===== src/stbs_pkg.sv =====
`timescale 1ns / 1ps
// Shared types and constants for the sorted table binary search block.
// Used by the controller, the datapath, the top level and the testbench; depends on nothing.
package stbs_pkg;

    localparam int TABLE_DEPTH = 1024;
    localparam int ADDR_W      = $clog2(TABLE_DEPTH);
    localparam int BOUND_W     = $clog2(TABLE_DEPTH + 1);

    localparam int KEY_W       = 32;
    localparam int INDEX_W     = 10;
    localparam int COUNT_W     = 11;
    localparam int S_TDATA_W   = 48;
    localparam int M_TDATA_W   = 16;

    typedef enum logic {
        CMD_WRITE  = 1'b0,
        CMD_SEARCH = 1'b1
    } t_cmd_code;

    typedef enum logic [1:0] {
        ST_IDLE,
        ST_SEARCH,
        ST_FINISH
    } t_state;

    typedef struct packed {
        logic write;
        logic start;
        logic step;
        logic miss;
        logic load_out;
    } t_dp_cmd;

    typedef struct packed {
        logic empty;
        logic eq;
        logic cont;
    } t_dp_sts;

endpackage


===== src/stbs_ctrl.sv =====
`timescale 1ns / 1ps
// Controller state machine for the sorted table binary search block.
// Depends on stbs_pkg; drives the datapath through command and status structs.
module stbs_ctrl (
    input  logic              i_clk,
    input  logic              i_rst_n,
    input  logic              i_s_tvalid,
    output logic              o_s_tready,
    input  logic              i_cmd,
    output logic              o_m_tvalid,
    input  logic              i_m_tready,
    output stbs_pkg::t_dp_cmd o_dp_cmd,
    input  stbs_pkg::t_dp_sts i_dp_sts
);
    import stbs_pkg::*;

    t_state  r_state;
    t_state  n_state;
    logic    r_out_valid;
    logic    n_out_valid;
    t_dp_cmd w_cmd;
    logic    w_accept;

    assign w_accept = i_s_tvalid && (r_state == ST_IDLE);

    always_ff @(posedge i_clk) begin
        if (!i_rst_n) begin
            r_state     <= ST_IDLE;
            r_out_valid <= 1'b0;
        end else begin
            r_state     <= n_state;
            r_out_valid <= n_out_valid;
        end
    end

    always_comb begin
        n_state = r_state;
        w_cmd   = '0;
        unique case (r_state)
            ST_IDLE: begin
                if (w_accept) begin
                    if (i_cmd == CMD_SEARCH) begin
                        if (i_dp_sts.empty) begin
                            w_cmd.miss = 1'b1;
                            n_state    = ST_FINISH;
                        end else begin
                            w_cmd.start = 1'b1;
                            n_state     = ST_SEARCH;
                        end
                    end else begin
                        w_cmd.write = 1'b1;
                    end
                end
            end
            ST_SEARCH: begin
                w_cmd.step = 1'b1;
                if (i_dp_sts.eq || !i_dp_sts.cont) begin
                    n_state = ST_FINISH;
                end
            end
            ST_FINISH: begin
                if (!r_out_valid || i_m_tready) begin
                    w_cmd.load_out = 1'b1;
                    n_state        = ST_IDLE;
                end
            end
            default: begin
                n_state = ST_IDLE;
            end
        endcase
    end

    always_comb begin
        if (w_cmd.load_out) begin
            n_out_valid = 1'b1;
        end else if (i_m_tready) begin
            n_out_valid = 1'b0;
        end else begin
            n_out_valid = r_out_valid;
        end
    end

    assign o_s_tready = (r_state == ST_IDLE);
    assign o_m_tvalid = r_out_valid;
    assign o_dp_cmd   = w_cmd;

    a_load_into_free_slot: assert property (@(posedge i_clk) disable iff (!i_rst_n)
        w_cmd.load_out |-> (!r_out_valid || i_m_tready))
        else $error("Result loaded over an untaken result.");

    a_hit_ends_search: assert property (@(posedge i_clk) disable iff (!i_rst_n)
        (r_state == ST_SEARCH) && i_dp_sts.eq |=> (r_state == ST_FINISH))
        else $error("Search continued after a match.");

    a_empty_skips_search: assert property (@(posedge i_clk) disable iff (!i_rst_n)
        w_accept && (i_cmd == CMD_SEARCH) && i_dp_sts.empty |=> (r_state == ST_FINISH))
        else $error("Search of an empty table did not finish at once.");

    a_no_search_when_empty: assert property (@(posedge i_clk) disable iff (!i_rst_n)
        (r_state == ST_SEARCH) |-> !i_dp_sts.empty)
        else $error("Probe issued on an empty table.");

endmodule


===== config.mk =====
export PLATFORM = sky130hd
export DESIGN_NAME = stbs_ctrl
export DESIGN_NICKNAME = d
export VERILOG_FILES = /design/src/stbs_pkg.sv /design/src/stbs_ctrl.sv
export SDC_FILE = /design/constraint.sdc
export NUM_CORES = 1
export LEC_CHECK = 0
export BUFFER_PORTS_ARGS = -buffer_cell sky130_fd_sc_hd__buf_2
export CAP_MARGIN = 0
export CORE_AREA = 2 2 39 41
export CTS_BUF_LIST = sky130_fd_sc_hd__clkbuf_4
export CTS_CLUSTER_SIZE = 20
export DETAILED_ROUTE_END_ITERATION = 8
export DIE_AREA = 0 0 41 43
export PLACE_DENSITY = 0.37
export SETUP_SLACK_MARGIN = 0.15
export SLEW_MARGIN = 15
export SYNTH_ARGS = -nofsm -noshare
export SYNTH_HDL_FRONTEND = slang
export SYNTH_SLANG_ARGS = --single-unit

===== constraint.sdc =====
create_clock -name i_clk -period 0.92 [get_ports i_clk]
set_input_delay 0 -clock i_clk [delete_from_list [all_inputs] [get_ports i_clk]]
set_output_delay 0 -clock i_clk [all_outputs]
set_load 0.01 [all_outputs]

==> metrics.md, run 1 <==
| Metric | Value |
|---|---|
| Critical path buffers and inverters | `1` |
| Most frequent cell after synthesis | `dfxtp_1` |
| Rows | `14` |
| CP arrival | `1030 ps` |
| CP Capture Type | `output pin` |
| Crit path cell chain | `nor2_4 > and4b_1 > buf_2` |
| Pleak | `0.160 nW` |
| Main synth FF type | `dfxtp_1` |
| TritonCTS Sinks | `3` |
| Post-synth top area cell | `dfxtp_1` |
| Pwr per Cell Area | `1510 mW/mm2` |
| Crit path largest cell delay | `360 ps` |
| Slew @ Worst Pin | `151 ps` |
| Critical Path Fanout Max | `4` |
| Synth cell count leaders | `3 x dfxtp_1, 2 x and3b_1, 2 x nand2b_1` |
| Gate family responsible for the most delay along the worst path | `flip-flops` |
| Initial Util | `12.5%` |
| # DRC | `0` |
| Die Y | `43 um` |
| Vias in the first global route | `210` |
| Post-synth ARST share | `0%` |
| Final period util | `112%` |
| Die footprint | `0.00176 mm2` |
| Critical setup path kind | `reg -> out` |
| Max Cap Viol | `0` |
| CTS tree | `built` |
| DR iter-0 viols | `3` |
| Synthesized area per cell | `9.09 um2` |
| RD Place Congestion | `0.667` |
| Yosys cell types | `15` |
| Synthesized flop and latch total | `3` |
| Clock root cell | `clkbuf_4` |
| Final setup margin | `-114 ps` |
| Io pins | `15` |
| Net Count, Synth | `27` |
| # H-tree levels | `1` |
| Fin crit period | `1030 ps` |
| Clk buf depth | `2` |
| CP Data Required Time | `920 ps` |
| Remaining antenna violation count | `0` |
| Die width | `41 um` |
| Core box area | `0.00138 mm2` |
| Hold Vio Cnt, Final | `0` |
| R2R Path End | `r_state[0]` |
| Final total power | `0.000465 W` |
| RSZ-0062 raised after global routing | `true` |
| Share of the synthesized area in the top cell type | `34.8%` |
| Hold path depth | `2` |
| Mapped Cells | `19` |
| Via count | `217` |
| Slowest cell on the critical path | `dfxtp_4` |
| YS warnings | `0` |
| DRT Pass-1 Iters | `2` |
| First-pass GRT wire length | `731 um` |
| Initial antenna violation count | `0` |
| Final slew viol count | `0` |
| Mapped Area | `173 um2` |
| CP Launch Type | `register` |
| Worst hold path startpoint | `i_rst_n` |
| Largest net degree at the start of global routing | `5` |
| CTS Hold Bufs | `0` |
| Pre-CTS setup slack | `-58.8 ps` |
| CTS clock-pin slew for the worst setup and hold paths | `30 ps` |
| Final WL | `446 um` |
| Post-DP HPWL | `365 um` |
| Max Clock Freq | `0.967 GHz` |
| Share of cells above drive strength 1 | `62.2%` |
| R2R depth | `4` |
| Via/cell ratio | `4.09` |
| GRT Util Overall | `6.31%` |
| HP Class | `in -> reg` |
| N_diodes | `0` |
| Reg2Reg Launch Point | `r_state[1]` |
| Area grow syn2layout | `78.3%` |
| VDD IR-drop max | `0.551 mV` |
| Violated checks | `setup timing` |
| Post-synthesis sequential area ratio | `34.8%` |
| R2r setup slk | `-70 ps` |
| Drt wl/cell | `8.42 um` |
| Worst-skew pair later-pin latency | `230 ps` |
| Clk_skew | `3.74 ps` |
| Top post-synthesis cells by area | `dfxtp_1 35%, and3b_1 10%, nand2b_1 7.2%` |
| Setup-failing EPs final | `6` |
| Port bufs | `14` |
| TritonCTS buffer count | `3` |
| Hold worst-path end | `r_state[0]` |
| GRT Residual Overflow | `0` |
| Post-synth EDFFs | `0` |
| Slew margin rel. | `89.9%` |
| Status | `finished with violations` |
| Nets | `46` |
==> registers in the layout (all words and copies together) (netlist names) <==
signal / cells
o_m_tvalid: 1
r_state: 2
==> cells by family after synthesis <==
| logic type | share of synthesized area (%) |
|---|---|
| buffers and inverters | 4.35 |
| AND/OR/NAND/NOR | 44.9 |
| flip-flops | 34.8 |
| AO/OA/AOI/OAI | 15.9 |
==> how the worst max path moves through the flow <==
stage,to,cells after the start,startpoint
2_1_floorplan,r_state[1],3,r_state[0]
3_3_place_gp,r_state[1],3,r_state[0]
3_5_place_dp,r_state[1],3,r_state[0]
4_1_cts,o_dp_cmd[3],3,r_state[0]
5_1_grt,o_dp_cmd[3],3,r_state[1]
6_report,o_dp_cmd[3],3,r_state[1]
==> metal layers <==
metal  track usage [%]  share of wire, %  up-vias  wire length (um)
li1                  -                 -      106                 -
met1              7.03                51       94               227
met2              9.06                38       17               170
met3              3.14                11        0                48
met4              4.00                 0        0                 0
met5                 0                 0        -                 0
==> through the flow <==
step / instances / cell area [um2] / hold WS, ps / utilization (%) / TNS [ps]
2_1_floorplan: 19 / 188 / 47.5 / - / -50.3
3_3_place_gp: 48 / 270 / 239 / 19.5 / -38.7
3_5_place_dp: 48 / 270 / 247 / 19.5 / -58.8
4_1_cts: 53 / 308 / 1.97 / 22.2 / -469
5_1_grt: 53 / 308 / 12.4 / 22.2 / -719
6_report: 53 / 308 / 9.49 / 22.2 / -360
==> cell usage in the layout, fill, tap and decap left out, types with 2 or more instances in the layout <==
cell type / count
nand2b_1: 2
buf_2: 14
and3b_1: 2
clkbuf_4: 4
==> where the power goes <==
group | switching [W] | internal (W)
logic | 0.0000313 | 0.0000380
clock network | 0.0000630 | 0.000191
registers | 0.00000657 | 0.000135
total | 0.000101 | 0.000364
==> layout make-up <==
type,count,area [um2]
Sequential cell,3,65.1
Timing Repair Buffer,15,77.6
Multi-Input combinational cell,15,115
Clock buffer,4,30.0
Tap cell,16,20.0
Fill cell,156,1080
==> what timing repair did <==
item / in CTS / in global routing
setup endpoints to repair: 8 / 8
endpoints found under the hold margin: 0 / 0
resized for setup: 0 / 0
pin swaps: 2 / 2
setup buffers: 1 / 0
No activity file was read; power rests on OpenSTA's default activity.
==> run 2: changes to the inputs <==
--- a/config.mk
+++ b/config.mk
@@ -12,7 +12,7 @@
 export CTS_CLUSTER_SIZE = 20
 export DETAILED_ROUTE_END_ITERATION = 8
 export DIE_AREA = 0 0 41 43
-export PLACE_DENSITY = 0.37
+export PLACE_DENSITY = 0.41
 export SETUP_SLACK_MARGIN = 0.15
 export SLEW_MARGIN = 15
 export SYNTH_ARGS = -nofsm -noshare
==> metrics.md, run 2 (same netlist as run 1, synthesis figures left out) <==
| Metric | Value |
|---|---|
| Setup-failing EPs final | `7` |
| Max reg flops | `2` |
| Via/cell ratio | `3.76` |
| Clk buf depth | `2` |
| Share of cells above drive strength 1 | `71.4%` |
| CP arrival | `1060 ps` |
| Pwr per Cell Area | `1310 mW/mm2` |
| Clock root cell | `clkbuf_4` |
| DR iter-0 viols | `3` |
| # DRC | `0` |
| Die width | `41 um` |
| Area grow syn2layout | `122%` |
| Via count | `218` |
| Commonest non-fill, non-tap cells in the layout | `12 x buf_2, 5 x buf_6, 4 x clkbuf_4` |
| Nets | `51` |
| Max Cap Viol | `0` |
| TritonCTS Sinks | `3` |
| Core box area | `0.00138 mm2` |
| VDD IR-drop max | `0.271 mV` |
| R2r setup slk | `-90 ps` |
| N_diodes | `0` |
| Most flops, register | `r_state` |
| Port bufs | `14` |
| CTS clock-pin slew for the worst setup and hold paths | `40 ps` |
| Max Clock Freq | `0.946 GHz` |
| Drt wl/cell | `8.98 um` |
| Final WL | `521 um` |
| Clk_skew | `0.167 ps` |
| Critical path buffers and inverters | `1` |
| DRT Pass-1 Iters | `4` |
| Status | `finished with violations` |
| Hold Vio Cnt, Final | `0` |
| Final setup margin | `-137 ps` |
| Most common cell after layout, fill and taps aside | `buf_2` |
| RSZ-0062 raised after global routing | `true` |
| Final instance area | `383 um2` |
| CP Launch Type | `register` |
| Final slew viol count | `0` |
| Post-DP HPWL | `343 um` |
| Post-DP Area | `278 um2` |
| Fillcell total | `147` |
| Slew @ Worst Pin | `142 ps` |
| Die footprint | `0.00176 mm2` |
| Crit path cell chain | `nor2_4 > and4b_1 > buf_2` |
| CTS tree | `built` |
| Critical setup path kind | `reg -> out` |
| Slew margin rel. | `90.5%` |
| Final total power | `0.000502 W` |
| Slowest cell on the critical path | `dfxtp_4` |
| Pre-CTS setup slack | `-46.7 ps` |
| Final period util | `115%` |
| GRT Residual Overflow | `0` |
| Crit path largest cell delay | `350 ps` |
| Worst-skew pair later-pin latency | `230 ps` |
| TritonCTS buffer count | `3` |
| Gate family responsible for the most delay along the worst path | `flip-flops` |
| GRT Util Overall | `7.21%` |
| Critical Path Fanout Max | `4` |
| Fin crit period | `1060 ps` |
| CP Data Required Time | `920 ps` |
| Rows | `14` |
| RD Place Congestion | `0.646` |
| Die Y | `43 um` |
| CP Capture Type | `output pin` |
| Io pins | `15` |
| Vias in the first global route | `200` |
| Initial antenna violation count | `0` |
| HP Class | `in -> reg` |
| First-pass GRT wire length | `862 um` |
| # H-tree levels | `1` |
| Violated checks | `setup timing` |
| Largest net degree at the start of global routing | `5` |
| Initial Util | `12.5%` |
| Pleak | `0.193 nW` |
| Final TNS setup | `-566 ps` |
| Remaining antenna violation count | `0` |
==> run 2: final timing paths <==
kind,from,endpoint,depth (start not counted)
min reg2reg,o_m_tvalid,o_m_tvalid,2
min,i_rst_n,r_state[0],2
max,r_state[0],o_dp_cmd[3],3
max reg2reg,r_state[1],r_state[0],4
==> run 2: timing repair <==
item	4_1_cts	5_1_grt
hold buffers	0	0
pin swaps	4	4
setup endpoints to repair	9	9
resized for setup	6	2
setup buffers	2	3
==> run 2: layout make-up <==
| cell class | instances | area, um2 | share of cell area (%) |
|---|---|---|---|
| Clock buffer | 4 | 30.0 | 7.84 |
| Multi-Input combinational cell | 15 | 126 | 33.0 |
| Sequential cell | 3 | 67.6 | 17.6 |
| Tap cell | 16 | 20.0 | 5.23 |
| Timing Repair Buffer | 20 | 139 | 36.3 |
==> run 2: report_power, final <==
| part | switching, W | internal (W) | leakage, nW |
|---|---|---|---|
| clock network | 0.0000727 | 0.000192 | 0.0184 |
| logic | 0.0000367 | 0.0000603 | 0.148 |
| registers | 0.00000793 | 0.000133 | 0.0259 |
==> run 2: routing by layer <==
metal / part of all wire [%] / GRT usage [%] / vias to the layer above
met5: 0 / 0 / -
met2: 38 / 9.38 / 17
met4: 0 / 4.00 / 0
li1: - / - / 113
met3: 15 / 4.19 / 0
met1: 47 / 8.95 / 88
==> run 2: stage by stage <==
step                std cells  hold WS (ps)  util [%]
floorplan                  19          47.5         -
finish                     58          10.9      27.7
global route               58          28.3      27.7
CTS                        55          4.37      25.5
detailed placement         49           254      20.1
global placement           49           263      20.1
==> run 3: changes to the inputs <==
--- a/config.mk
+++ b/config.mk
@@ -12,7 +12,6 @@
 export CTS_CLUSTER_SIZE = 20
 export DETAILED_ROUTE_END_ITERATION = 8
 export DIE_AREA = 0 0 41 43
-export PLACE_DENSITY = 0.41
 export SETUP_SLACK_MARGIN = 0.15
 export SLEW_MARGIN = 15
 export SYNTH_ARGS = -nofsm -noshare
==> constraint.sdc (replaced) <==
create_clock -name i_clk -period 0.92 [get_ports i_clk]
set_input_delay 0.046 -clock i_clk [delete_from_list [all_inputs] [get_ports i_clk]]
set_output_delay 0.046 -clock i_clk [all_outputs]
set_load 0.01 [all_outputs]
==> metrics.md, run 3 (same netlist as run 1, synthesis figures left out) <==
| Metric | Value |
|---|---|
| Status | `finished with violations` |
| Violated checks | `setup timing` |
| Initial antenna violation count | `0` |
| Area grow syn2layout | `93.5%` |
| Slowest cell on the critical path | `dfxtp_2` |
| Die width | `41 um` |
| N_diodes | `0` |
| Crit path cell chain | `nor2_4 > and4b_1 > buf_2` |
| GRT Util Overall | `6.61%` |
| Final setup margin | `-162 ps` |
| Critical path buffers and inverters | `1` |
| CTS clock-pin slew for the worst setup and hold paths | `40 ps` |
| Rows | `14` |
| Post-DP HPWL | `342 um` |
| Share of cells above drive strength 1 | `65.8%` |
| Via/cell ratio | `3.89` |
| Hold WS | `46.1 ps` |
| Footprint of the multi-input gates | `118 um2` |
| Max Cap Viol | `0` |
| Vias in the first global route | `199` |
| Max reg flops | `2` |
| Final total power | `0.000485 W` |
| Die Y | `43 um` |
| CP Launch Type | `register` |
| Most flops, register | `r_state` |
| RD Place Congestion | `0.589` |
| RSZ-0062 raised after global routing | `true` |
| Die footprint | `0.00176 mm2` |
| VDD IR-drop max | `0.456 mV` |
| Sw Pwr | `0.000112 W` |
| Largest net degree at the start of global routing | `5` |
| Io pins | `15` |
| Final WL | `442 um` |
| Initial Util | `12.5%` |
| Setup-failing EPs final | `7` |
| GRT Residual Overflow | `0` |
| Flop pwr share | `29.0%` |
| Hold Vio Cnt, Final | `0` |
| Commonest non-fill, non-tap cells in the layout | `12 x buf_2, 4 x clkbuf_4, 3 x buf_6` |
| DRT Pass-1 Iters | `2` |
| HP Class | `in -> reg` |
| CP arrival | `1040 ps` |
| Most common cell after layout, fill and taps aside | `buf_2` |
| Post-DP Area | `273 um2` |
| CP Data Required Time | `870 ps` |
| Gate power share | `16.4%` |
| Worst-skew pair later-pin latency | `240 ps` |
| Critical Path Fanout Max | `4` |
| Remaining antenna violation count | `0` |
| Final period util | `118%` |
| Nets | `47` |
| Port bufs | `14` |
| Gate family responsible for the most delay along the worst path | `flip-flops` |
| Clk_skew | `3.91 ps` |
| Slew @ Worst Pin | `154 ps` |
| Crit path largest cell delay | `330 ps` |
| First-pass GRT wire length | `690 um` |
| TritonCTS buffer count | `3` |
| R2r setup slk | `-120 ps` |
| Clock root cell | `clkbuf_4` |
| Slew margin rel. | `89.7%` |
| Pwr per Cell Area | `1450 mW/mm2` |
| CP Capture Type | `output pin` |
| Final instance area | `334 um2` |
| Pleak | `0.169 nW` |
| Int Power | `0.000373 W` |
| Via count | `210` |
| Reg area | `65.1 um2` |
| Power share of the clock group | `54.5%` |
| Final slew viol count | `0` |
| Sw frac | `23.0%` |
| CTS tree | `built` |
| Max Clock Freq | `0.924 GHz` |
| # H-tree levels | `1` |
| Core box area | `0.00138 mm2` |
| Drt wl/cell | `8.19 um` |
| Clk buf depth | `2` |
| Fillcell total | `154` |
| TritonCTS Sinks | `3` |
| DR iter-0 viols | `1` |
| Critical setup path kind | `reg -> out` |
| Fin crit period | `1080 ps` |
| # DRC | `0` |
==> run 3: worst reg2reg max path: stages (launching register included) <==
cell and delay [ps]:
dfxtp_4 350, buf_6 120, nor2b_4 100, and3b_1 180, and3b_1 170
==> run 3: through the flow <==
step	util, %	TNS [ps]	cells	worst slack, ps
6_report	24.1	-693	54	-162
5_1_grt	24.1	-1130	54	-239
4_1_cts	22.9	-718	53	-191
3_5_place_dp	19.7	-34.8	48	-34.8
3_3_place_gp	19.7	-21.5	48	-21.5
2_1_floorplan	-	-54.8	19	-36.6
==> run 3: per-layer routing <==
layer | track usage, % | vias up | share of wire (%)
li1 | - | 107 | -
met1 | 6.71 | 85 | 44
met2 | 7.50 | 16 | 42
met3 | 3.14 | 2 | 12
met4 | 10.0 | 0 | 2.3
met5 | 0 | - | 0
==> run 3: what timing repair did <==
| action | CTS | global route |
|---|---|---|
| setup endpoints to repair | 8 | 9 |
| hold buffers | 0 | 0 |
| pin swaps | 2 | 2 |
| setup buffers | 1 | 1 |
| resized for setup | 1 | 2 |
==> run 3: power by group through the flow <==
stage          clock (W)  combinational [W]  sequential (W)
6_report        0.000264          0.0000797        0.000141
3_5_place_dp           0          0.0000691        0.000143
5_1_grt         0.000298          0.0000884        0.000141
4_1_cts         0.000282          0.0000741        0.000141
2_1_floorplan          0          0.0000367        0.000143
3_3_place_gp           0          0.0000683        0.000143
==> run 3: layout make-up <==
cell class | instances | share of cell area [%]
clock buffer | 4 | 8.99
multi-input combinational | 15 | 35.2
sequential | 3 | 19.5
tap | 16 | 5.99
timing repair buffer | 16 | 30.3
==> run 3: final timing paths <==
| path | start | end | cells past startpoint |
|---|---|---|---|
| max | r_state[0] | o_dp_cmd[3] | 3 |
| min | i_rst_n | r_state[0] | 2 |
| max reg2reg | r_state[1] | r_state[1] | 4 |
| min reg2reg | o_m_tvalid | o_m_tvalid | 2 |
